### config.mk
export PLATFORM = sky130hd
export DESIGN_NAME = cdiv_back
export DESIGN_NICKNAME = d
export VERILOG_FILES = /design/src/rtl/cdiv_pkg.sv /design/src/rtl/cdiv_back.sv
export SDC_FILE = /design/constraint.sdc
export NUM_CORES = 1
export LEC_CHECK = 0
export ABC_AREA = 1
export BUFFER_PORTS_ARGS = -buffer_cell sky130_fd_sc_hd__buf_4
export CORE_MARGIN = 8
export CORE_UTILIZATION = 34
export CTS_BUF_LIST = sky130_fd_sc_hd__clkbuf_2
export DETAILED_ROUTE_END_ITERATION = 8
export PLACE_DENSITY = 0.65
export REMOVE_ABC_BUFFERS = 1
export SETUP_SLACK_MARGIN = 0.2
export SLEW_MARGIN = 15
export SYNTH_ARGS = -nofsm -noshare
export SYNTH_HDL_FRONTEND = slang
export SYNTH_SLANG_ARGS = --single-unit
### constraint.sdc
create_clock -name clk -period 0.8 [get_ports clk]
set_input_delay 0.16 -clock clk [delete_from_list [all_inputs] [get_ports clk]]
set_output_delay 0.16 -clock clk [all_outputs]
set_load 0.02 [all_outputs]
### src/rtl/cdiv_pkg.sv
// ----------------------------------------------------------------------------
// cdiv_pkg: shared widths and types of the complex divider
// Field widths, internal datapath widths and the struct that carries one
// item through the restoring divider stages.
// ----------------------------------------------------------------------------
package cdiv_pkg;

	localparam int IN_WIDTH   = 16;
	localparam int FRAC_BITS  = 12;
	localparam int OUT_WIDTH  = 24;

	localparam int PROD_W     = 2 * IN_WIDTH;
	localparam int SUM_W      = PROD_W + 1;
	localparam int MAG_W      = PROD_W;
	localparam int DEN_W      = PROD_W;
	localparam int REM_W      = DEN_W + 1;
	localparam int QUO_W      = OUT_WIDTH;
	localparam int NUM_W      = MAG_W + FRAC_BITS;
	localparam int EXT_W      = NUM_W + QUO_W;
	localparam int TOP_W      = NUM_W;
	localparam int CMP_W      = (TOP_W > DEN_W) ? TOP_W : DEN_W;

	// quotient bits resolved per divider stage
	localparam int STEPS      = 2;
	localparam int DIV_STAGES = (QUO_W + STEPS - 1) / STEPS;
	localparam int IDX_W      = $clog2(DIV_STAGES + 1);

	// one quotient part in flight: partial remainder, quotient so far,
	// dividend bits still to bring down, sign and early overflow
	typedef struct packed {
		logic [DEN_W-1:0] rem;
		logic [QUO_W-1:0] quo;
		logic [QUO_W-1:0] feed;
		logic             neg;
		logic             ovf;
	} part_t;

	typedef struct packed {
		logic             dz;
		logic [DEN_W-1:0] den;
		part_t            re;
		part_t            im;
	} dstage_t;

endpackage

### src/rtl/cdiv_back.sv
// ----------------------------------------------------------------------------
// cdiv_back: saturation, sign and result register
// Clamps each quotient part, restores its sign, and drives the result strobe.
// ----------------------------------------------------------------------------
module cdiv_back (
	input  logic                                  clk,
	input  logic                                  arst_n,
	input  logic                                  in_valid,
	input  cdiv_pkg::dstage_t                     in_data,
	output logic                                  out_valid,
	output logic signed [cdiv_pkg::OUT_WIDTH-1:0] out_re,
	output logic signed [cdiv_pkg::OUT_WIDTH-1:0] out_im,
	output logic                                  out_dz,
	output logic                                  out_clip
);

	localparam logic [cdiv_pkg::QUO_W-1:0] HALF = cdiv_pkg::QUO_W'(1) << (cdiv_pkg::QUO_W - 1);

	logic                          valid_q;
	logic [cdiv_pkg::QUO_W-1:0]    re_q, im_q;
	logic                          dz_q, clip_q;
	logic [cdiv_pkg::QUO_W-1:0]    re_val, im_val;
	logic                          re_sat, im_sat;

	function automatic logic [cdiv_pkg::QUO_W:0] finish(input cdiv_pkg::part_t p);
		logic [cdiv_pkg::QUO_W-1:0] limit;
		logic [cdiv_pkg::QUO_W-1:0] mag;
		logic                       sat;
		limit = p.neg ? HALF : HALF - cdiv_pkg::QUO_W'(1);
		sat   = p.ovf || (p.quo > limit);
		mag   = sat ? limit : p.quo;
		return {sat, p.neg ? -mag : mag};
	endfunction

	always_comb begin
		{re_sat, re_val} = finish(in_data.re);
		{im_sat, im_val} = finish(in_data.im);
	end

	always_ff @(posedge clk or negedge arst_n) begin
		if (!arst_n) begin
			valid_q <= 1'b0;
		end else begin
			valid_q <= in_valid;
		end
	end

	// zero divisor forces zero parts and no clip
	always_ff @(posedge clk) begin
		dz_q   <= in_data.dz;
		re_q   <= in_data.dz ? '0 : re_val;
		im_q   <= in_data.dz ? '0 : im_val;
		clip_q <= !in_data.dz && (re_sat || im_sat);
	end

	assign out_valid = valid_q;
	assign out_re    = re_q;
	assign out_im    = im_q;
	assign out_dz    = dz_q;
	assign out_clip  = clip_q;

endmodule

After elaboration in Yosys (flattened, before gate mapping)
Index checks and enable logic that the tools add are counted.
- register bits: 51
- input bits: 200
- output and inout port bits: 51
- logic and storage cells: 20
- $add $sub $neg: 2
- magnitude comparators: 2
- multiplexer cells: 6
- reductions and logical operators: 5
- operators by type and width (operator ; number):
    $mux 24 ; 6
    $gt 24x24->1 ; 2
    $neg 24->24 ; 2
    $logic_or 1x1->1 ; 3
    $logic_and 1x1->1 ; 1
    $logic_not 1->1 ; 1

Depth between registers and ports, before layout
- word-level depth: 6
- gate-level depth with buffers: 28
- mapped depth without buffers: 25

Least setup slack after synthesis
OpenSTA, ideal clock, no wires.
- path kind: input -> register
- from: input port in_data[1] (netlist name)
- to: register im_q (netlist bit out_im[16])
- setup time: 0.113 ns
- arrival time: 2.979 ns
- required time: 0.687 ns
- path slack: -2.292 ns
- stages: 23
- buffers on the path: 3
- path through: clkbuf_1 inv_1 ha_1 nand2_1 nor2_1 nand2_1 nor2_2 nand3_2 nand2_4 nand2_4 nand2_4 buf_6 buf_2 o21ai_0 inv_1 ha_1 nand3_1 nand2_1 nand4_2 nor2_4 nand2_1 nor2_1 nor2_1
- word-level cells in the longest chain between the ends: 6
- ends and longest elaborated chain (what ; RTL line ; source):
    start, declared ; cdiv_back.sv:9 ; input cdiv_pkg::dstage_t in_data,
    $mux 24 ; cdiv_back.sv:29 ; limit = p.neg ? HALF : HALF - cdiv_pkg::QUO_W'(1);
    $gt 24x24->1 ; cdiv_back.sv:30 ; sat = p.ovf || (p.quo > limit);
    $logic_or 1x1->1 ; cdiv_back.sv:30 ;
    $mux 24 ; cdiv_back.sv:31 ; mag = sat ? limit : p.quo;
    $neg 24->24 ; cdiv_back.sv:32 ; return {sat, p.neg ? -mag : mag};
    $mux 24 * ; cdiv_back.sv:32 ;
    end signal, assigned ; cdiv_back.sv:52 ; im_q <= in_data.dz ? '0 : im_val;
    end, declared ; cdiv_back.sv:20 ; logic [cdiv_pkg::QUO_W-1:0] re_q, im_q;
Every way passes the cells marked *; elsewhere a longest branch is shown, timed or not.
A chain may end at the register's enable or synchronous reset.

Worst setup path after layout
- from: input port in_data[83] (netlist name)
- to: register re_q (netlist bit out_re[20])
- word-level cells in the longest chain between the ends: 6
- ends and longest elaborated chain (what ; RTL line ; source):
    $mux 24 ; cdiv_back.sv:29 ;
    $gt 24x24->1 ; cdiv_back.sv:30 ;
    $logic_or 1x1->1 ; cdiv_back.sv:30 ;
    $mux 24 ; cdiv_back.sv:31 ;
    $neg 24->24 ; cdiv_back.sv:32 ;
    $mux 24 * ; cdiv_back.sv:32 ;
    end signal, assigned ; cdiv_back.sv:51 ; re_q <= in_data.dz ? '0 : re_val;
    end, declared ; cdiv_back.sv:20 ;
Marked as above.

==> flow_summary.json <==
{
  "leakage_nw": 4.279,
  "maxSlewHeadroom_pct": 68.47,
  "yosys-top-cells-area": "dfxtp_1 (23%), nand2_1 (15%), ha_1 (14%), nand3_1 (7.9%), nor2_1 (6.4%)",
  "n_fill_cell": 909,
  "grt_pass1_wl_um": 26520,
  "core_area_um2": 12570,
  "ys_ff_latch": 51,
  "synth_top_area_share_pct": 23.03,
  "crit_fanout": 7,
  "htreeDepth": 2,
  "met3_usage_pct": 4.150,
  "yosysSeqAreaShare_pct": 23.60,
  "drt_first_pass_iters": 5,
  "setup_tns_ns": -79.05,
  "grtUsageTotal_pct": 19.43,
  "final_util_pct": 69.93,
  "cp-start-kind": "primary input",
  "fin_hold_ws_ns": -0.09758,
  "slew_viol_final": 0,
  "min_path_type": "primary input to flop",
  "worst_slew_pin_slew_ns": 0.4709,
  "wl_per_cell_um": 16.53,
  "first_iter_violations": 404,
  "vias": 5833,
  "die_h_um": 129.1,
  "synth_cell_type_count": 35,
  "die_w_um": 129.1,
  "drive_above_1_share_pct": 59.43,
  "drc": 0,
  "n_antenna_cell": 0,
  "postSynthAreaPerCell_um2": 6.488,
  "grt-busiest-layer": "met2",
  "met2_usage_pct": 32.20,
  "status": "finished with violations",
  "io_pins": 251,
  "placed_area_um2": 6495,
  "path_clk_slew_ns": 0.35,
  "power_density_nw_per_um2": 1238,
  "final_area_um2": 8788,
  "cts_buffers": 5,
  "fin_crit_ns": 2.202,
  "grt_max_degree": 26,
  "maxCapViolCount": 0,
  "totalWireLength_um": 18980,
  "fmaxAchievable_mhz": 454.2,
  "row_count": 41,
  "crit_arrival_ns": 2.71,
  "grt_antenna_before_repair": 0,
  "cts_buffer_depth": 2,
  "grt_util_met1_pct": 25.54,
  "finalPower_mw": 10.88,
  "yosysWarnings": 0,
  "final.setup.worst_slack_ns": -1.402,
  "dp_cells": 1085,
  "synth_area_leader_cell": "dfxtp_1",
  "routed_via_density": 5.081,
  "cp-end-kind": "flop",
  "finalSetupViolations": 100,
  "cts_tree": "yes",
  "die_area_um2": 16660,
  "path_class": "primary input to flop",
  "hold_viol": 4,
  "io_buffers": 106,
  "clockRootBuffer": "clkbuf_2",
  "grt_pass1_vias": 5528,
  "antenna_left": 0,
  "hpwl_um": 11130,
  "routabilityCongestion": 0.8740,
  "clock_sinks": 51,
  "cp.required_ns": 1.30,
  "rsz0062_at_grt": "true",
  "nets": 1225,
  "irDropWorstVdd_v": 0.0009023,
  "final_cells": 1148,
  "netlist_area_um2": 4347,
  "violations": "hold timing, setup timing",
  "syn2layout_area_growth_pct": 102.2,
  "period_share_pct": 275.2,
  "synthCells": 670,
  "initial_core_util_pct": 34.58,
  "globalRoute.totalOverflow": 0
}
## through the flow
stage | hold slack (ns) | setup WS, ns
finish | -0.09758 | -1.402
detailed placement | -0.06314 | -2.008
floorplan | -0.1356 | -2.085
global route | -0.1060 | -1.527
CTS | -0.1173 | -1.321
global placement | -0.06441 | -1.947
## final timing paths
| check | startpoint | to | cells past startpoint |
|---|---|---|---|
| max | in_data[83] | out_re[20]$_SDFF_PP0_ | 22 |
| min in group asynchronous | arst_n | out_valid$_DFF_PN0_ | 3 |
| max in group asynchronous | arst_n | out_valid$_DFF_PN0_ | 3 |
| min | in_data[32] | out_im[6]$_SDFF_PP0_ | 3 |
## layout make-up
type                       instances  area [um2]  share of cell area [%]
clock inverter                     3       42.54                  0.4841
timing repair buffer             319        3019                   34.35
multi-input combinational        526        4123                   46.91
clock buffer                       5       25.02                  0.2847
sequential                        51        1089                   12.39
inverter                          72       275.3                   3.132
tap                              172       215.2                   2.449
## state kept, by name, indices dropped and copies added (netlist names)
name and count:
out_re 24, out_valid 1, out_im 24, out_clip 1, out_dz 1
## cells by family after synthesis
family                     share of synthesized area (%)
buffers and inverters                              8.952
DFF                                                23.60
adders and majority gates                          14.39
AOI/OAI and AO/OA                                  13.36
and+or+nand+nor                                    39.69
## metal layers
layer  vias up  part of all wire, %
met5         -                    0
met4         0                  2.5
met3        49                  6.0
met2       196                   49
met1      2735                   42
li1       2853                    -
## power by group
group | leakage [nW] | total (mW) | switching (mW) | internal, mW
combinational | 3.80 | 6.35 | 3.20 | 3.15
clock | 0.0410 | 1.51 | 0.978 | 0.531
sequential | 0.440 | 3.02 | 0.151 | 2.87
total | 4.28 | 10.9 | 4.33 | 6.55
## synthesized netlist by cell type, drive strengths merged
cell and count:
nand3b 8, and3 2, dfxtp 50, dfrtp 1
a21o 4, inv 71, nor2 80, o2111ai 1
a211oi 2, o21ai 37, nand2 183, o21a 1
o211ai 9, buf 11, clkbuf 11, nor3 3
a21oi 37, a31oi 13, or2 3, ha 50
nand4 9, nand3 83, clkinv 1
## what timing repair did
action,in CTS,in global routing
gates resized for setup,281,130
cloned,8,1
buffers inserted,23,17
hold buffers,5,1
hold endpoints to repair,13,9
endpoints found under the setup margin,100,100
pin swaps,88,66
## layout by cell type, fill, tap and decap left out, types with 3 or more instances in the layout
| master | synthesis | final |
|---|---|---|
| buf_4 | 0 | 212 |
| dfxtp_2 | 0 | 50 |
| buf_6 | 4 | 81 |
| nand2_4 | 4 | 13 |
| nand2_2 | 6 | 34 |
| o21ai_1 | 3 | 11 |
| nand2_1 | 173 | 133 |
| nand3_2 | 13 | 26 |
| o21ai_0 | 34 | 13 |
| a21oi_2 | 0 | 13 |
| o211ai_1 | 9 | 9 |
| a21o_1 | 4 | 4 |
| nand2_8 | 0 | 3 |
| a21oi_4 | 0 | 4 |
| ha_4 | 0 | 29 |
| nor2_4 | 2 | 17 |
| buf_12 | 0 | 9 |
| nor2_1 | 74 | 49 |
| clkbuf_2 | 0 | 5 |
| ha_1 | 50 | 21 |
| a31oi_1 | 13 | 11 |
| nand3_4 | 1 | 19 |
| nand4_1 | 7 | 7 |
| o21ai_2 | 0 | 12 |
| nand3_1 | 69 | 38 |
| inv_1 | 70 | 58 |
| dlygate4sd3_1 | 0 | 6 |
| nand3b_1 | 8 | 8 |
| a21oi_1 | 37 | 20 |
| buf_16 | 0 | 8 |
| nor2_2 | 4 | 15 |
| inv_2 | 1 | 11 |
## critical path, cell delays in order
cell	delay, ns
buf_16	0.12
buf_12	0.14
ha_4	0.25
nand2_2	0.04
inv_2	0.06
nand4_1	0.14
nor2_4	0.13
nand3b_1	0.18
nand2_4	0.17
nand2_4	0.09
nand2_8	0.10
nand2_2	0.06
inv_2	0.07
ha_4	0.15
nand3_4	0.07
nand2_4	0.09
nand4_4	0.11
nor2_4	0.24
nand2_2	0.09
nand2_2	0.07
nand2_2	0.05
nor2_1	0.07
No activity file was read; power rests on OpenSTA's default activity.
