### config.mk
export PLATFORM = sky130hd
export DESIGN_NAME = cdiv_front
export DESIGN_NICKNAME = d
export VERILOG_FILES = /design/src/rtl/cdiv_pkg.sv /design/src/rtl/cdiv_front.sv
export SDC_FILE = /design/constraint.sdc
export NUM_CORES = 2
export LEC_CHECK = 0
export ABC_AREA = 1
export BUFFER_PORTS_ARGS = -buffer_cell sky130_fd_sc_hd__buf_4
export CAP_MARGIN = 15
export CORE_MARGIN = 4
export CORE_UTILIZATION = 30
export CTS_CLUSTER_DIAMETER = 100
export DETAILED_ROUTE_END_ITERATION = 6
export MAX_ROUTING_LAYER = met4
export PLACE_DENSITY = 0.49
export SYNTH_ARGS = -nofsm -noshare
export SYNTH_HDL_FRONTEND = slang
export SYNTH_SLANG_ARGS = --single-unit
### constraint.sdc
create_clock -name clk -period 5.65 [get_ports clk]
set_input_delay 1.13 -clock clk [delete_from_list [all_inputs] [get_ports clk]]
set_output_delay 1.13 -clock clk [all_outputs]
set_load 0.01 [all_outputs]
### src/rtl/cdiv_pkg.sv
// ----------------------------------------------------------------------------
// cdiv_pkg: shared widths and types of the complex divider
// Field widths, internal datapath widths and the struct that carries one
// item through the restoring divider stages.
// ----------------------------------------------------------------------------
package cdiv_pkg;

	localparam int IN_WIDTH   = 16;
	localparam int FRAC_BITS  = 12;
	localparam int OUT_WIDTH  = 24;

	localparam int PROD_W     = 2 * IN_WIDTH;
	localparam int SUM_W      = PROD_W + 1;
	localparam int MAG_W      = PROD_W;
	localparam int DEN_W      = PROD_W;
	localparam int REM_W      = DEN_W + 1;
	localparam int QUO_W      = OUT_WIDTH;
	localparam int NUM_W      = MAG_W + FRAC_BITS;
	localparam int EXT_W      = NUM_W + QUO_W;
	localparam int TOP_W      = NUM_W;
	localparam int CMP_W      = (TOP_W > DEN_W) ? TOP_W : DEN_W;

	// quotient bits resolved per divider stage
	localparam int STEPS      = 2;
	localparam int DIV_STAGES = (QUO_W + STEPS - 1) / STEPS;
	localparam int IDX_W      = $clog2(DIV_STAGES + 1);

	// one quotient part in flight: partial remainder, quotient so far,
	// dividend bits still to bring down, sign and early overflow
	typedef struct packed {
		logic [DEN_W-1:0] rem;
		logic [QUO_W-1:0] quo;
		logic [QUO_W-1:0] feed;
		logic             neg;
		logic             ovf;
	} part_t;

	typedef struct packed {
		logic             dz;
		logic [DEN_W-1:0] den;
		part_t            re;
		part_t            im;
	} dstage_t;

endpackage

### src/rtl/cdiv_front.sv
// ----------------------------------------------------------------------------
// cdiv_front: products, sums, magnitudes and divider setup
// Four register stages: six multiplies, numerator and denominator sums,
// sign/magnitude split, then overflow check and initial remainder.
// ----------------------------------------------------------------------------
module cdiv_front (
	input  logic                                 clk,
	input  logic                                 arst_n,
	input  logic                                 in_valid,
	input  logic                                 conj,
	input  logic signed [cdiv_pkg::IN_WIDTH-1:0] ar,
	input  logic signed [cdiv_pkg::IN_WIDTH-1:0] ai,
	input  logic signed [cdiv_pkg::IN_WIDTH-1:0] br,
	input  logic signed [cdiv_pkg::IN_WIDTH-1:0] bi,
	output logic                                 out_valid,
	output cdiv_pkg::dstage_t                    out_data
);

	// stage 1: products
	logic                               valid_s1;
	logic                               conj_s1;
	logic signed [cdiv_pkg::PROD_W-1:0] prr_s1, pii_s1, pir_s1, pri_s1, pbr_s1, pbi_s1;

	// stage 2: sums
	logic                               valid_s2;
	logic signed [cdiv_pkg::SUM_W-1:0]  nre_s2, nim_s2;
	logic        [cdiv_pkg::DEN_W-1:0]  den_s2;

	// stage 3: sign and magnitude
	logic                               valid_s3;
	logic        [cdiv_pkg::MAG_W-1:0]  mre_s3, mim_s3;
	logic                               sre_s3, sim_s3;
	logic        [cdiv_pkg::DEN_W-1:0]  den_s3;
	logic                               dz_s3;

	// stage 4
	logic                               valid_s4;
	cdiv_pkg::dstage_t                  data_s4;

	logic signed [cdiv_pkg::SUM_W-1:0]  prr_x, pii_x, pir_x, pri_x;
	logic signed [cdiv_pkg::SUM_W-1:0]  nre_abs, nim_abs;

	// split the numerator into the top slice, which sets the overflow check and
	// the first remainder, and the low quotient-width bits fed in step by step
	function automatic cdiv_pkg::part_t init_part(
		input logic [cdiv_pkg::MAG_W-1:0] mag,
		input logic                       neg,
		input logic [cdiv_pkg::DEN_W-1:0] den
	);
		logic [cdiv_pkg::EXT_W-1:0] ext;
		logic [cdiv_pkg::TOP_W-1:0] top;
		logic [cdiv_pkg::CMP_W-1:0] cmp_top;
		logic [cdiv_pkg::CMP_W-1:0] cmp_den;
		cdiv_pkg::part_t            p;
		ext     = cdiv_pkg::EXT_W'(mag) << cdiv_pkg::FRAC_BITS;
		top     = ext[cdiv_pkg::EXT_W-1:cdiv_pkg::QUO_W];
		cmp_top = cdiv_pkg::CMP_W'(top);
		cmp_den = cdiv_pkg::CMP_W'(den);
		p.ovf   = (cmp_top >= cmp_den);
		p.rem   = cmp_top[cdiv_pkg::DEN_W-1:0];
		p.quo   = '0;
		p.feed  = ext[cdiv_pkg::QUO_W-1:0];
		p.neg   = neg;
		return p;
	endfunction

	always_comb begin
		prr_x = {prr_s1[cdiv_pkg::PROD_W-1], prr_s1};
		pii_x = {pii_s1[cdiv_pkg::PROD_W-1], pii_s1};
		pir_x = {pir_s1[cdiv_pkg::PROD_W-1], pir_s1};
		pri_x = {pri_s1[cdiv_pkg::PROD_W-1], pri_s1};
		nre_abs = -nre_s2;
		nim_abs = -nim_s2;
	end

	always_ff @(posedge clk or negedge arst_n) begin
		if (!arst_n) begin
			valid_s1 <= 1'b0;
			valid_s2 <= 1'b0;
			valid_s3 <= 1'b0;
			valid_s4 <= 1'b0;
		end else begin
			valid_s1 <= in_valid;
			valid_s2 <= valid_s1;
			valid_s3 <= valid_s2;
			valid_s4 <= valid_s3;
		end
	end

	always_ff @(posedge clk) begin
		conj_s1 <= conj;
		prr_s1  <= ar * br;
		pii_s1  <= ai * bi;
		pir_s1  <= ai * br;
		pri_s1  <= ar * bi;
		pbr_s1  <= br * br;
		pbi_s1  <= bi * bi;

		// conjugate divisor flips the sign of the terms in bi
		if (conj_s1) begin
			nre_s2 <= prr_x - pii_x;
			nim_s2 <= pir_x + pri_x;
		end else begin
			nre_s2 <= prr_x + pii_x;
			nim_s2 <= pir_x - pri_x;
		end
		den_s2 <= $unsigned(pbr_s1) + $unsigned(pbi_s1);

		sre_s3 <= nre_s2[cdiv_pkg::SUM_W-1];
		sim_s3 <= nim_s2[cdiv_pkg::SUM_W-1];
		mre_s3 <= nre_s2[cdiv_pkg::SUM_W-1] ? nre_abs[cdiv_pkg::MAG_W-1:0]
		                                    : nre_s2[cdiv_pkg::MAG_W-1:0];
		mim_s3 <= nim_s2[cdiv_pkg::SUM_W-1] ? nim_abs[cdiv_pkg::MAG_W-1:0]
		                                    : nim_s2[cdiv_pkg::MAG_W-1:0];
		den_s3 <= den_s2;
		dz_s3  <= (den_s2 == '0);

		data_s4.dz  <= dz_s3;
		data_s4.den <= den_s3;
		data_s4.re  <= init_part(mre_s3, sre_s3, den_s3);
		data_s4.im  <= init_part(mim_s3, sim_s3, den_s3);
	end

	assign out_valid = valid_s4;
	assign out_data  = data_s4;

endmodule

# Word level (Yosys, flattened, before mapping)
# Cells that the tools add are included.
# op_classes
addsub	7
n_mul	6
n_div	0
order_cmp	2
n_eq_ne	0
shift	0
n_mux	4
bitwise	0
n_reduce_logical	1
# op_table
cell	n
$mul 16x16->32	6
$add 32x32->33	2
$mux 33	2
$sub 32x32->33	2
$ge 20x32->1	2
$mux 32	2
$neg 32->32	2
$add 32x32->32	1
$logic_not 32->1	1
# totals
ff_bits	495
latch_bits	0
ramBits	0
mem_bits_ro	0
inputBits	68
n_memories	0

# Longest topological paths before layout
# logic_depth
word_depth	2
ltp_mapped	27
ltp_nobuf	25

# Worst setup path after synthesis
# No wires, ideal clock.
# synth_timing
path_type	input to register
startpoint	input port bi[5] (netlist bit)
endpoint	register pri_s1[31] (netlist bit)
setup_ps	112
arrival_ps	6475
slack_ps	-938
path_stages	22
path_buffers	3
path_cell_list	clkbuf_1 clkbuf_1 clkbuf_1 nand2_1 fa_1 inv_1 fa_1 inv_1 fa_1 fa_1 fa_1 fa_1 inv_1 ha_1 nand2_1 nor2_1 nand2_1 or2_2 nand3_1 inv_1 nand2_1 nand2_1
# synth_via
elab_chain_cells	1
# synth_lines
item	line	source
from (decl)	cdiv_front.sv:14	input logic signed [cdiv_pkg::IN_WIDTH-1:0] bi,
$mul 16x16->32	cdiv_front.sv:95	pri_s1 <= ar * bi;
to (signal assigned)	cdiv_front.sv:95	
to (decl)	cdiv_front.sv:22	logic signed [cdiv_pkg::PROD_W-1:0] prr_s1, pii_s1, pir_s1, pri_s1, pbr_s1, pbi_s1;
# No other way between the ends.

# Final worst setup path
# layout_timing
startpoint	input port br[15] (netlist bit)
endpoint	register pir_s1[23] (netlist bit)
# layout_via
elab_chain_cells	1
# layout_lines
item	line	source
from (decl)	cdiv_front.sv:13	input logic signed [cdiv_pkg::IN_WIDTH-1:0] br,
$mul 16x16->32	cdiv_front.sv:94	pir_s1 <= ai * br;
to (signal assigned)	cdiv_front.sv:94	
to (decl)	cdiv_front.sv:22	
# No other way between the ends.

==> metrics.md <==
| Metric | Value |
|---|---|
| Syn. warnings | 0 |
| Register bit count reported by yosys | 493 |
| Classification of the worst-slack hold path | in2async |
| Hold_ws | 253 ps |
| Met1 Resource Use GR | 27.9% |
| Arrival time of the worst setup path | around 6500 ps |
| Met3 Resource Use GR | 2.61% |
| Overall Global Routing Usage | 20.4% |
| Worst R2R End | nre_s2[27] |
| Clock Sinks | 493 |
| Inst Count DP | 14749 |
| Pin count of the biggest net entering global routing | 35 |
| RSZ-0062 raised after global routing | yes |
| Wire length of the first global-routing pass | 425 mm |
| TritonCTS clock tree | yes |
| Layout cells sized above 1 | 22.8% |
| Total Routed Length | 283 mm |
| DRC viols | 0 |
| Wire per inst | 18.9 um |
| Highest achievable clock rate | 0.171 GHz |
| Worst path setup slack after routing | -183 ps |
| Number of CTS-inserted buffers | 67 |
| Flip-flop count of the largest register, all copies and words added | 101 |
| Top cell by count, worst path | sky130_fd_sc_hd__fa_1 |
| Area of the placeable core | roughly 270000 sq um |
| Tmin final | 5830 ps |
| Failing checks | negative setup slack |
| Critical Path End Type | register |
| Clock slew at the register clock pins of the worst setup and hold paths | 70 ps |
| Count of input and output buffers | approximately 170 |
| Distinct cell type count after synthesis | 53 |
| Via count | 67189 |
| Deepest clock path buffer count | 3 |
| CTS Root Cell | sky130_fd_sc_hd__clkbuf_16 |
| Part of the Yosys area used for sequential elements | 12.2% |
| Post-detailed-placement half-perimeter wirelength | approximately 240 mm |
| Cell type of the slowest stage on the worst timing path | sky130_fd_sc_hd__fa_1 |
| Worst endpoint required time | between 6000 and 7000 ps |
| Insertion delay of the later-clocked pin in the worst-skew pair | 700 ps |
| Busiest layer in global routing | met2 |
| Most common library cell in the layout ignoring fill and taps | sky130_fd_sc_hd__inv_1 |
| Final-report hold violation count | 0 |
| Critical path type | in2reg |
| Startpoint type of the worst setup path | input pin |
| Post-synthesis average cell area | 8.03 sq um |
| CTS H-tree lvls | 3 |
| Result of the run | complete, but fails checks |
| Most instantiated flip-flop cell in the synthesis netlist | sky130_fd_sc_hd__dfxtp_1 |
| Number of enable flip-flop cells after synthesis | 0 |
| Launching point of the worst reg2reg path | conj_s1 |
| Overall die height | 528 um |
| Layout-stage area growth over the synthesis result | 29.3% |
| Depth of the worst register-to-register path | 15 |
| Share of flip-flops with an asynchronous set or reset | less than 1% |
| First DRT Iteration DRCs | 4172 |
| Final estimated routing congestion in global placement | 0.936 |
| First-pass iteration count of the detailed router | 5 |
| Fill cell count | approximately 27000 |
| Vias in the first global route | between 70000 and 80000 |
| Die area | 279000 sq um |
| Commonest cells after routing, fill and taps aside | sky130_fd_sc_hd__inv_1 (2680), sky130_fd_sc_hd__nand2_1 (1888), sky130_fd_sc_hd__fa_1 (1431), sky130_fd_sc_hd__buf_4 (1266), sky130_fd_sc_hd__ha_1 (536) |
| Worst setup skew after layout | 44.6 ps |
| Number of standard-cell rows in the floorplan | 190 |
| I/O pin count | 266 |
| Met2 usage | 32.0% |
| Placed Area | roughly 100000 sq um |
| Chip width | 528 um |
| Number of antenna violations at the first check in global routing | 19 |
| Max incr delay on CP | 530 ps |
| Post-Layout Cell Count | 15000 |
| Register-to-register path setup slack | 1930 ps |
| Max capacitance violation total | 0 |
| Final worst path period share | 103% |
| Final slew viol count | 0 |
| Final-report setup violation count | 10 |
| Number of instances in the synthesized netlist | 10100 |
| Residual antenna-violating net count after detailed routing | 0 |
| Nets | 13627 |
| Slew at the pin closest to its max-slew limit | 972 ps |
| Global-route congestion overflow total | 0 |
| Area of all placed cells without fillers | about 100000 sq um |
| Cell area after synthesis | 81100 sq um |
| Initial cell density of the core | 30.2% |
| Maximum net fanout on the critical path | 6 |
| Sum Neg Setup Slack | -537 ps |
| Worst slew margin relative to its limit | 34.6% |
| Via-to-Cell Ratio | 4.48 |
logic make-up after synthesis:
logic type,count (synthesis),share of synthesized area (%)
adders and majority gates,2171,47.5
DFF,493,12.2
buffers and inverters,3189,15.2
AOI/OAI and AO/OA,766,5.33
other,1,0.00462
xor gates and xnor gates,392,4.23
and+or+nand+nor,3088,15.5
area by class of cell:
type	instances	area (sq um)	area share [%]
sequential	493	9890	9.43
clock buffer	81	1820	1.73
antenna	8	20.0	0.0191
multi-input combinational	6513	63900	60.9
clock inverter	40	487	0.464
tap	3552	4440	4.24
timing repair buffer	1496	13700	13.1
inverter	2817	10600	10.1
critical path: cells and delay by family:
kind	cells	cell delay (ps)
adders and majority gates	7	3190
buffers and inverters	11	1230
and+or+nand+nor	6	730
xor gates and xnor gates	1	160
worst max path at each step:
stage,end,from,cells after the start
final,pir_s1[23],br[15],25
after CTS,pbr_s1[25],br[6],20
after detailed placement,prr_s1[13],br[3],18
after floorplan,pbi_s1[31],bi[15],21
after global placement,prr_s1[13],br[3],18
after global routing,pbr_s1[25],br[15],23
routing by layer:
metal | up-vias | routed length [um]
met5 | - | 0
met4 | 0 | 9180
met3 | 318 | 16300
met2 | 1622 | 127000
met1 | 33315 | 130000
li1 | 31934 | -
cell usage after synthesis, types with 3 or more instances:
cell,n,share of area (%)
sky130_fd_sc_hd__inv_1,2814,13
sky130_fd_sc_hd__nand2_1,2069,9.6
sky130_fd_sc_hd__fa_1,1516,37
sky130_fd_sc_hd__ha_1,655,10
sky130_fd_sc_hd__nor2_1,502,2.3
sky130_fd_sc_hd__dfxtp_1,489,12
sky130_fd_sc_hd__a21oi_1,362,2.2
sky130_fd_sc_hd__xor2_1,278,3.0
sky130_fd_sc_hd__nand3_1,259,1.6
sky130_fd_sc_hd__clkbuf_1,208,0.96
sky130_fd_sc_hd__o21ai_0,192,1.2
sky130_fd_sc_hd__xnor2_1,114,1.2
sky130_fd_sc_hd__buf_4,96,0.89
sky130_fd_sc_hd__nor3_1,81,0.50
sky130_fd_sc_hd__nand4_1,75,0.58
sky130_fd_sc_hd__buf_1,65,0.30
sky130_fd_sc_hd__o21bai_1,47,0.44
sky130_fd_sc_hd__a21o_1,42,0.39
sky130_fd_sc_hd__nor4_1,29,0.22
sky130_fd_sc_hd__o21ai_1,24,0.15
sky130_fd_sc_hd__a31oi_1,19,0.15
sky130_fd_sc_hd__or2_2,19,0.15
sky130_fd_sc_hd__o211ai_1,17,0.16
sky130_fd_sc_hd__a21boi_0,13,0.12
sky130_fd_sc_hd__nand3b_1,12,0.11
sky130_fd_sc_hd__o21ai_2,12,0.13
sky130_fd_sc_hd__nor2_2,9,0.069
sky130_fd_sc_hd__nor3_2,9,0.11
sky130_fd_sc_hd__a211oi_1,7,0.065
sky130_fd_sc_hd__o21a_1,7,0.065
sky130_fd_sc_hd__a21oi_2,6,0.065
sky130_fd_sc_hd__nand2_2,6,0.046
sky130_fd_sc_hd__nor2_4,6,0.083
sky130_fd_sc_hd__o31ai_1,6,0.056
sky130_fd_sc_hd__a31o_2,4,0.043
sky130_fd_sc_hd__dfrtp_1,4,0.12
sky130_fd_sc_hd__nand3_2,4,0.049
sky130_fd_sc_hd__and3_1,3,0.023
what timing repair did:
action	CTS	global route
gates cloned	2	18
pin swaps	21	295
setup buffers	12	97
setup endpoints to repair	93	120
gates resized for setup	110	741
hold buffers	0	0
stage by stage:
step / util [%] / setup WS, ps
final: 39.1 / -183
after global routing: 39.1 / -243
after CTS: 37.6 / -74.8
after detailed placement: 36.5 / -1110
after global placement: 36.5 / -1090
after floorplan: - / -335
Power is left out: the tool's default activity adds up to more than one toggle a clock period on the data nets, which glitch-free logic cannot reach.
