**src/rtl/cdiv_pkg.sv**
```systemverilog
// ----------------------------------------------------------------------------
// cdiv_pkg: shared widths and types of the complex divider
// Field widths, internal datapath widths and the struct that carries one
// item through the restoring divider stages.
// ----------------------------------------------------------------------------
package cdiv_pkg;

	localparam int IN_WIDTH   = 16;
	localparam int FRAC_BITS  = 12;
	localparam int OUT_WIDTH  = 24;

	localparam int PROD_W     = 2 * IN_WIDTH;
	localparam int SUM_W      = PROD_W + 1;
	localparam int MAG_W      = PROD_W;
	localparam int DEN_W      = PROD_W;
	localparam int REM_W      = DEN_W + 1;
	localparam int QUO_W      = OUT_WIDTH;
	localparam int NUM_W      = MAG_W + FRAC_BITS;
	localparam int EXT_W      = NUM_W + QUO_W;
	localparam int TOP_W      = NUM_W;
	localparam int CMP_W      = (TOP_W > DEN_W) ? TOP_W : DEN_W;

	// quotient bits resolved per divider stage
	localparam int STEPS      = 2;
	localparam int DIV_STAGES = (QUO_W + STEPS - 1) / STEPS;
	localparam int IDX_W      = $clog2(DIV_STAGES + 1);

	// one quotient part in flight: partial remainder, quotient so far,
	// dividend bits still to bring down, sign and early overflow
	typedef struct packed {
		logic [DEN_W-1:0] rem;
		logic [QUO_W-1:0] quo;
		logic [QUO_W-1:0] feed;
		logic             neg;
		logic             ovf;
	} part_t;

	typedef struct packed {
		logic             dz;
		logic [DEN_W-1:0] den;
		part_t            re;
		part_t            im;
	} dstage_t;

endpackage

```
**src/rtl/cdiv_div_stage.sv**
```systemverilog
// ----------------------------------------------------------------------------
// cdiv_div_stage: one stage of the restoring divider
// Resolves up to STEPS quotient bits of both parts and registers the result.
// ----------------------------------------------------------------------------
module cdiv_div_stage (
	input  logic                         clk,
	input  logic                         arst_n,
	input  logic [cdiv_pkg::IDX_W-1:0]   stage_idx,
	input  logic                         in_valid,
	input  cdiv_pkg::dstage_t            in_data,
	output logic                         out_valid,
	output cdiv_pkg::dstage_t            out_data
);

	logic              valid_q;
	cdiv_pkg::dstage_t data_q;
	cdiv_pkg::dstage_t nxt;

	// bring down one dividend bit, subtract the divisor when it fits
	function automatic cdiv_pkg::part_t step_once(
		input cdiv_pkg::part_t            p,
		input logic [cdiv_pkg::DEN_W-1:0] den
	);
		logic [cdiv_pkg::REM_W-1:0] r2;
		logic [cdiv_pkg::REM_W-1:0] dx;
		logic [cdiv_pkg::REM_W-1:0] diff;
		logic                       fit;
		cdiv_pkg::part_t            o;
		r2   = {p.rem, p.feed[cdiv_pkg::QUO_W-1]};
		dx   = {1'b0, den};
		diff = r2 - dx;
		fit  = (r2 >= dx);
		o       = p;
		o.rem   = fit ? diff[cdiv_pkg::DEN_W-1:0] : r2[cdiv_pkg::DEN_W-1:0];
		o.quo   = {p.quo[cdiv_pkg::QUO_W-2:0], fit};
		o.feed  = p.feed << 1;
		return o;
	endfunction

	always_comb begin
		nxt = in_data;
		for (int k = 0; k < cdiv_pkg::STEPS; k++) begin
			// skip steps past the last quotient bit
			if ((int'(stage_idx) * cdiv_pkg::STEPS + k) < cdiv_pkg::QUO_W) begin
				nxt.re = step_once(nxt.re, in_data.den);
				nxt.im = step_once(nxt.im, in_data.den);
			end
		end
	end

	always_ff @(posedge clk or negedge arst_n) begin
		if (!arst_n) begin
			valid_q <= 1'b0;
		end else begin
			valid_q <= in_valid;
		end
	end

	always_ff @(posedge clk) begin
		data_q <= nxt;
	end

	assign out_valid = valid_q;
	assign out_data  = data_q;

endmodule

```
**config.mk**
```make
export PLATFORM = sky130hd
export DESIGN_NAME = cdiv_div_stage
export DESIGN_NICKNAME = d
export VERILOG_FILES = /design/src/rtl/cdiv_pkg.sv /design/src/rtl/cdiv_div_stage.sv
export SDC_FILE = /design/constraint.sdc
export NUM_CORES = 1
export LEC_CHECK = 0
export BUFFER_PORTS_ARGS = -buffer_cell sky130_fd_sc_hd__buf_2
export CORE_UTILIZATION = 23
export CTS_CLUSTER_DIAMETER = 120
export DETAILED_ROUTE_END_ITERATION = 8
export GPL_ROUTABILITY_DRIVEN = 1
export GPL_TIMING_DRIVEN = 0
export HOLD_SLACK_MARGIN = 0.06
export PLACE_DENSITY = 0.42
export RECOVER_POWER = 25
export SKIP_CTS_REPAIR_TIMING = 1
export SYNTH_ARGS = -nofsm -noshare
export SYNTH_HDL_FRONTEND = slang
export SYNTH_SLANG_ARGS = --single-unit
export TNS_END_PERCENT = 30
```
**constraint.sdc**
```tcl
create_clock -name clk -period 0.8 [get_ports clk]
set_clock_uncertainty 0.05 [all_clocks]
set_input_delay 0.12 -clock clk [delete_from_list [all_inputs] [get_ports clk]]
set_output_delay 0.12 -clock clk [all_outputs]
set_load 0.03 [all_outputs]
```
=== Yosys cells after proc, flatten, opt, wreduce, memory -nomap -nowiden ===
Cells that the tools add are included.

* Register bits: 198
* Bits of input ports: 204
* Output and inout bits: 198
* Logic and storage cells: 32

* $add $sub $neg: 5
* Order comparisons: 6
* Multiplexer cells: 6

{| class="wikitable"
|+ Operators with widths
! cell !! count
|-
| 2-to-1 mux 164 bit || 2
|-
| >= comparator 33 x 32 -> 1 bit || 4
|-
| 2-to-1 mux 32 bit || 4
|-
| subtractor 32 bit || 4
|-
| adder 5 x 1 -> 6 bit, second input constant || 1
|-
| < comparator 6 x 5 -> 1 bit, second input constant || 1
|-
| < comparator 5 bit, second input constant || 1
|}

=== Logic depth before layout (Yosys ltp) ===
Gate-level depths: netlist of run 1.

* Word-level depth: 6
* Mapped depth: 26
* Mapped depth without buffers: 23

=== Worst setup path before layout of run 1 ===
Ideal clock, no wire load.

* Path kind: input-to-reg
* Start point: input in_data[165] in the netlist's numbering
* End point: register data_q, in the netlist out_data[151]
* Setup time: 0.119 ns
* Arrival time: 5.333 ns
* Data required time: 0.631 ns
* Setup slack: -4.702 ns
* Stages on the path: 23
* Buffers on the path: 3
* Path through: inv_1 -> ha_1 -> nor2b_1 -> o31a_1 -> o31ai_2 -> a31oi_1 -> o211ai_2 -> clkbuf_1 -> clkbuf_1 -> nor2_1 -> a211oi_1 -> nor2_1 -> ha_1 -> a211oi_1 -> o21bai_1 -> or4_1 -> nand3_1 -> a2111oi_0 -> o31ai_1 -> a21boi_4 -> buf_4 -> inv_2 -> o221a_1

{| class="wikitable"
|+ RTL lines
! item !! line !! RTL
|-
| start: declaration || cdiv_div_stage.sv:10 || <nowiki>input cdiv_pkg::dstage_t in_data,</nowiki>
|-
| end signal: assignment || cdiv_div_stage.sv:60 || <nowiki>data_q <= nxt;</nowiki>
|-
| end: declaration || cdiv_div_stage.sv:16 || <nowiki>cdiv_pkg::dstage_t data_q;</nowiki>
|}

==> summary.md, run 1 <==
| Metric | Value |
|---|---|
| Vias per cell | `5.105` |
| Synth cell types | `80` |
| Layout cell share with drive strength beyond 1 | `31.85%` |
| Overflow after GRT | `0` |
| Final HPWL DP | `61960 µm` |
| Largest net degree at the start of global routing | `24` |
| FF/Latch Area | `3976 µm²` |
| Placed Cells | `3172` |
| Multi-input gate area | `11430 µm²` |
| Critical Path Max Stage Delay | `0.47 ns` |
| Slew @ Worst Pin | `1.162 ns` |
| Worst EP required | `1.10 ns` |
| Synth cell count leaders | `nand2_1 (378), dfxtp_1 (197), nor2_1 (177), a21oi_1 (158), ha_1 (128)` |
| H-tree levels | `4` |
| Static Leakage | `10.08 nW` |
| Initial drt markers | `1388` |
| DR DRC count | `0` |
| Die Height | `253.2 µm` |
| Initial antenna violation count | `8` |
| # nets final | `2957` |
| Final min period | `5.282 ns` |
| TritonRoute pass-1 iters | `5` |
| Critical-path maximum fanout | `10` |
| Chip width | `253.2 µm` |
| Synth area leaders | `dfxtp_1 (27%), ha_1 (11%), nand2_1 (9.8%)` |
| TritonCTS Sinks | `198` |
| Syn Inst Count | `1936` |
| Post-route antenna net violation count | `0` |
| Max-cap check violation count | `0` |
| CP top delay family | `compound AO/OA/AOI/OAI gates` |
| Reg clk slew, reported paths | `0.09 ns` |
| Failing checks | `hold timing, setup timing` |
| Ports | `402` |
| Synth warn | `0` |
| Area of the mapped netlist | `14510 µm²` |
| Number of global-route vias before repair | `16250` |
| Rel. slew slack | `22.52%` |
| Syn Nets | `2272` |
| Final worst slack | `-4.482 ns` |
| Yosys reg bits | `198` |
| Core Rows | `91` |
| Core area | `62050 µm²` |
| Seq/Total Area, Yosys | `27.35%` |
| # fillers | `6575` |
| Biggest area consumer among synthesized cells | `dfxtp_1` |
| # port buffers | `399` |
| WL/cell | `23.08 µm` |
| Bufs on Longest Clock Path | `2` |
| Final setup vio count | `354` |
| Synthesized area per cell | `7.496 µm²` |
| Synth-to-layout area growth | `56.28%` |
| Pwr/cell area | `2242 nW/µm²` |
| Slowest stage cell on the critical path | `a2111o_1` |
| Global-route wire length before repair | `108500 µm` |
| Startpoint types | `primary input` |
| Post-synth EDFFs | `0` |
| Asr flop ratio synth | `0.5051%` |
| Num CTS Buffers | `17` |
| Die Footprint | `64110 µm²` |
| CTS root buf | `clkbuf_16` |
| Initial Utilization | `23.39%` |
| GRT Resource Usage Total | `23.42%` |
| Most frequent CP cell | `buf_6` |
| CTS tree | `yes` |
| Via count | `17730` |
| RSZ-0062 raised after global routing | `yes` |
| Outcome | `finished, violations left` |
| CP Class | `primary input to flip-flop` |
| Final Power | `0.05086 W` |
| Final Hold Viols | `18` |
| Peak supply drop | `0.001779 V` |
| Drt total wl | `80190 µm` |
| Finished Layout Cells | `3474` |
| Cell with the most instances after synthesis | `nand2_1` |
| Final RePlAce weighted congestion | `0.9120` |
| Critical path capture point type | `flip-flop` |
| Slew Viols, Final | `0` |
| Arr. time, crit path | `5.58 ns` |
| Final Cycle Share | `660.2%` |
| Worst Hold Class | `primary input to flip-flop` |
| Maximum clock frequency | `189.3 MHz` |
| Hold Slack | `-0.09826 ns` |
| Crit path buffers/inverters | `8` |
| Top FF cell, synth | `dfxtp_1` |
| Top-area cell type share of the netlist area | `27.17%` |
-- tightest hold or removal path: stages --
cell and delay (ns):
buf_2 0.12, nand2_1 0.08, o21ai_1 0.08
-- metrics by stage --
step,worst slack [ns],instance area [µm²],TNS [ns],util [%]
floorplan,-4.108,14770,-324.74,-
global placement,-5.956,17810,-589.34,28.71
detailed placement,-5.963,17810,-591.51,28.71
CTS,-5.441,18470,-592.14,29.76
global route,-4.492,22680,-499.05,36.54
finish,-4.482,22680,-472.49,36.55
-- flip-flops by register name, summed over array words and instances, names as in the netlist --
signal     cells
out_data     197
out_valid      1
-- layout by cell type (no fill, tap or decap), types with 29 or more instances in the layout --
cell type,count
dfxtp_1,195
ha_1,74
nor3_1,36
buf_2,389
o21ai_0,75
a21o_1,43
inv_1,46
nor2_1,168
nand3_1,32
a21oi_1,137
ha_4,38
xor2_1,39
buf_4,117
o21a_1,35
dlygate4sd3_1,147
xnor2_1,60
nand2_1,374
nand4_1,29
-- cells by family after synthesis --
kind of cell	Yosys count	share of synthesized area, %
mux	29	2.026
compound gates	566	25.95
xor+xnor	99	5.975
simple gates	756	22.82
flops	198	27.35
fa+ha+maj	132	11.59
buf+inv	156	4.293
-- power breakdown --
| group | total (W) | switching, W | leakage (nW) | internal (W) |
|---|---|---|---|---|
| logic | 0.0284 | 0.0175 | 8.09 | 0.0109 |
| registers | 0.0123 | 0.000564 | 1.67 | 0.0118 |
| clock network | 0.0101 | 0.00540 | 0.316 | 0.00469 |
-- cell type report --
cell class	count	area share [%]
multi-input cells	1583	50.38
repair buffers	674	20.43
flip-flops and latches	198	17.53
well taps	837	4.617
plain buffers	80	2.681
clock buffers	17	1.876
inverters	67	1.434
clock inverters	15	1.015
diodes	3	0.03310
-- layer usage --
metal / global-route usage (%) / up-vias / share of wire, %
li1: - / 8368 / -
met1: 28.94 / 8462 / 43
met2: 39.28 / 778 / 46
met3: 5.201 / 116 / 7.0
met4: 9.126 / 10 / 4.0
met5: 0 / - / 0.077
-- path summary, 6_finish.rpt --
| kind | startpoint | end | slack [ns] | cells past startpoint |
|---|---|---|---|---|
| setup / recovery | in_data[175] | out_data[160] | -4.48 | 25 |
| hold / removal | in_data[134] | out_data[134] | -0.1 | 3 |
| max in group asynchronous | arst_n | out_valid | 0.19 | 3 |
| min in group asynchronous | arst_n | out_valid | 0.41 | 3 |
(Power assumes the default switching activity.)
==> inputs of run 2 (changes only) <==
Settings changed: CORE_MARGIN set to 2.
==> run 2 against run 1 <==
  * Routed wire length rose by 0.80%
  * Final cell count decreased by 0.14%
  * Worst hold slack lost 0.13 ns
  * First-iteration DRC count down 6.8%
  * Critical path depth increased by 1
  * Core utilization decreased by 0.56 points
  * Clock-buffer cell count did not move
  * Design area is 0.46% lower
  * Sequential power barely moved
  * Sequential cell count unchanged
  * The run still ends with hold timing, setup timing left
==> summary.md, run 2 (synthesized netlist as in run 1, its figures left out) <==
| Metric | Value |
|---|---|
| Vias per cell | `5.086` |
| Arr. time, crit path | `5.56 ns` |
| TritonRoute pass-1 iters | `5` |
| Worst EP required | `1.14 ns` |
| Slew @ Worst Pin | `1.280 ns` |
| Final HPWL DP | `62620 µm` |
| # port buffers | `399` |
| Drt total wl | `80830 µm` |
| H-tree levels | `4` |
| Ports | `402` |
| Max reg flops | `197` |
| Static Leakage | `10.02 nW` |
| Final min period | `5.217 ns` |
| Core area | `62740 µm²` |
| Pre-CTS setup slack | `-6.058 ns` |
| Final Hold Viols | `12` |
| Worst Hold Class | `primary input to flip-flop` |
| Failing checks | `hold timing, setup timing` |
| Rel. slew slack | `14.66%` |
| Synth-to-layout area growth | `55.56%` |
| GRT Resource Usage Total | `23.02%` |
| DR DRC count | `0` |
| Post-route antenna net violation count | `0` |
| Number of global-route vias before repair | `16120` |
| CTS tree | `yes` |
| # nets final | `2941` |
| Bufs on Longest Clock Path | `2` |
| Startpoint types | `primary input` |
| Initial drt markers | `1293` |
| TritonCTS Sinks | `198` |
| RSZ-0062 raised after global routing | `yes` |
| Final setup vio count | `354` |
| Final worst slack | `-4.417 ns` |
| Reg clk slew, reported paths | `0.09 ns` |
| Final Cycle Share | `652.1%` |
| Initial Utilization | `23.13%` |
| CTS root buf | `clkbuf_16` |
| Placed Cells | `3181` |
| Die Footprint | `65120 µm²` |
| Final RePlAce weighted congestion | `0.9098` |
| Maximum clock frequency | `191.7 MHz` |
| Most frequent cells in the layout | `buf_2 (392), nand2_1 (377), dfxtp_1 (195)` |
| WL/cell | `23.30 µm` |
| Layout cell share with drive strength beyond 1 | `31.91%` |
| Pwr/cell area | `2254 nW/µm²` |
| Num CTS Buffers | `17` |
| Critical-path maximum fanout | `8` |
| Outcome | `finished, violations left` |
| Core Rows | `92` |
| Finished Layout Cells | `3469` |
| Slew Viols, Final | `0` |
| Largest net degree at the start of global routing | `21` |
| Die Height | `255.2 µm` |
| Critical path capture point type | `flip-flop` |
| Chip width | `255.2 µm` |
| Hold Slack | `-0.2241 ns` |
| Overflow after GRT | `0` |
| Initial antenna violation count | `8` |
| Peak supply drop | `0.001669 V` |
| Via count | `17640` |
| Global-route wire length before repair | `107700 µm` |
| Commonest non-fill, non-tap cell in the layout | `buf_2` |
| Max-cap check violation count | `0` |
| CP Class | `primary input to flip-flop` |
## run 2: cell count changes in the layout (fill, tap and decap cells not counted), sizes merged
cell,change
buf,-13
clkinvlp,-1
clkbuf,+2
diode,+3
clkdlybuf4s15,-1
dlygate4sd3,-4
## run 2: worst paths after layout
check | start | to | slack [ns] | depth (start not counted)
setup / recovery | in_data[189] | out_data[156] | -4.42 | 26
hold / removal | in_data[167] | out_data[167] | -0.22 | 1
max in group asynchronous | arst_n | out_valid | 0.18 | 3
min in group asynchronous | arst_n | out_valid | 0.42 | 3
## run 2: metrics by stage
| stage | instance area (µm²) | total power (W) | TNS (ns) | utilization (%) |
|---|---|---|---|---|
| after detailed placement | 17820 | 0.03630 | -588.69 | 28.41 |
| after CTS | 18430 | 0.04601 | -594.16 | 29.38 |
| after global routing | 22560 | 0.05357 | -519.39 | 35.97 |
| after floorplan | 14770 | 0.02839 | -324.74 | - |
| after global placement | 17820 | 0.03636 | -588.00 | 28.41 |
| final | 22580 | 0.05088 | -491.79 | 35.99 |
## run 2: area by class of cell
class / instances / area, µm²
fillers: 6724 / 40160
multi-input cells: 1583 / 11460
repair buffers: 662 / 4556
flip-flops and latches: 198 / 3976
well taps: 846 / 1059
plain buffers: 76 / 585.6
clock buffers: 17 / 425.4
inverters: 67 / 319.1
clock inverters: 14 / 181.4
diodes: 6 / 15.01
## run 2: where the power goes
group	total [W]	switching [W]	internal [W]
clock network	0.00941	0.00490	0.00451
logic	0.0291	0.0180	0.0111
registers	0.0123	0.000579	0.0118
total	0.0509	0.0235	0.0274
## run 2: per-layer routing
metal	global-route usage [%]	part of all wire [%]	up-vias
met1	28.56	43	8519
met3	5.339	7.1	87
met4	8.237	2.5	0
li1	-	-	8326
met5	0	0	-
met2	38.83	47	710
## run 2: critical path, cell delays in order
cell and delay [ns]:
buf_2 0.11, clkinvlp_4 0.25, ha_2 0.48, nand4_1 0.11, buf_6 0.16, nor4_4 0.35, a21oi_2 0.11, o211ai_1 0.22
buf_4 0.17, o211a_1 0.18, buf_8 0.16, buf_12 0.14, o21ai_4 0.06, a21oi_2 0.17, ha_1 0.28, nor2b_4 0.14
o31a_1 0.31, or4_4 0.53, nand3_4 0.14, a2111oi_4 0.10, o31ai_4 0.24, a21boi_4 0.30, buf_6 0.18, nor2_4 0.05
buf_12 0.20, a221oi_4 0.28
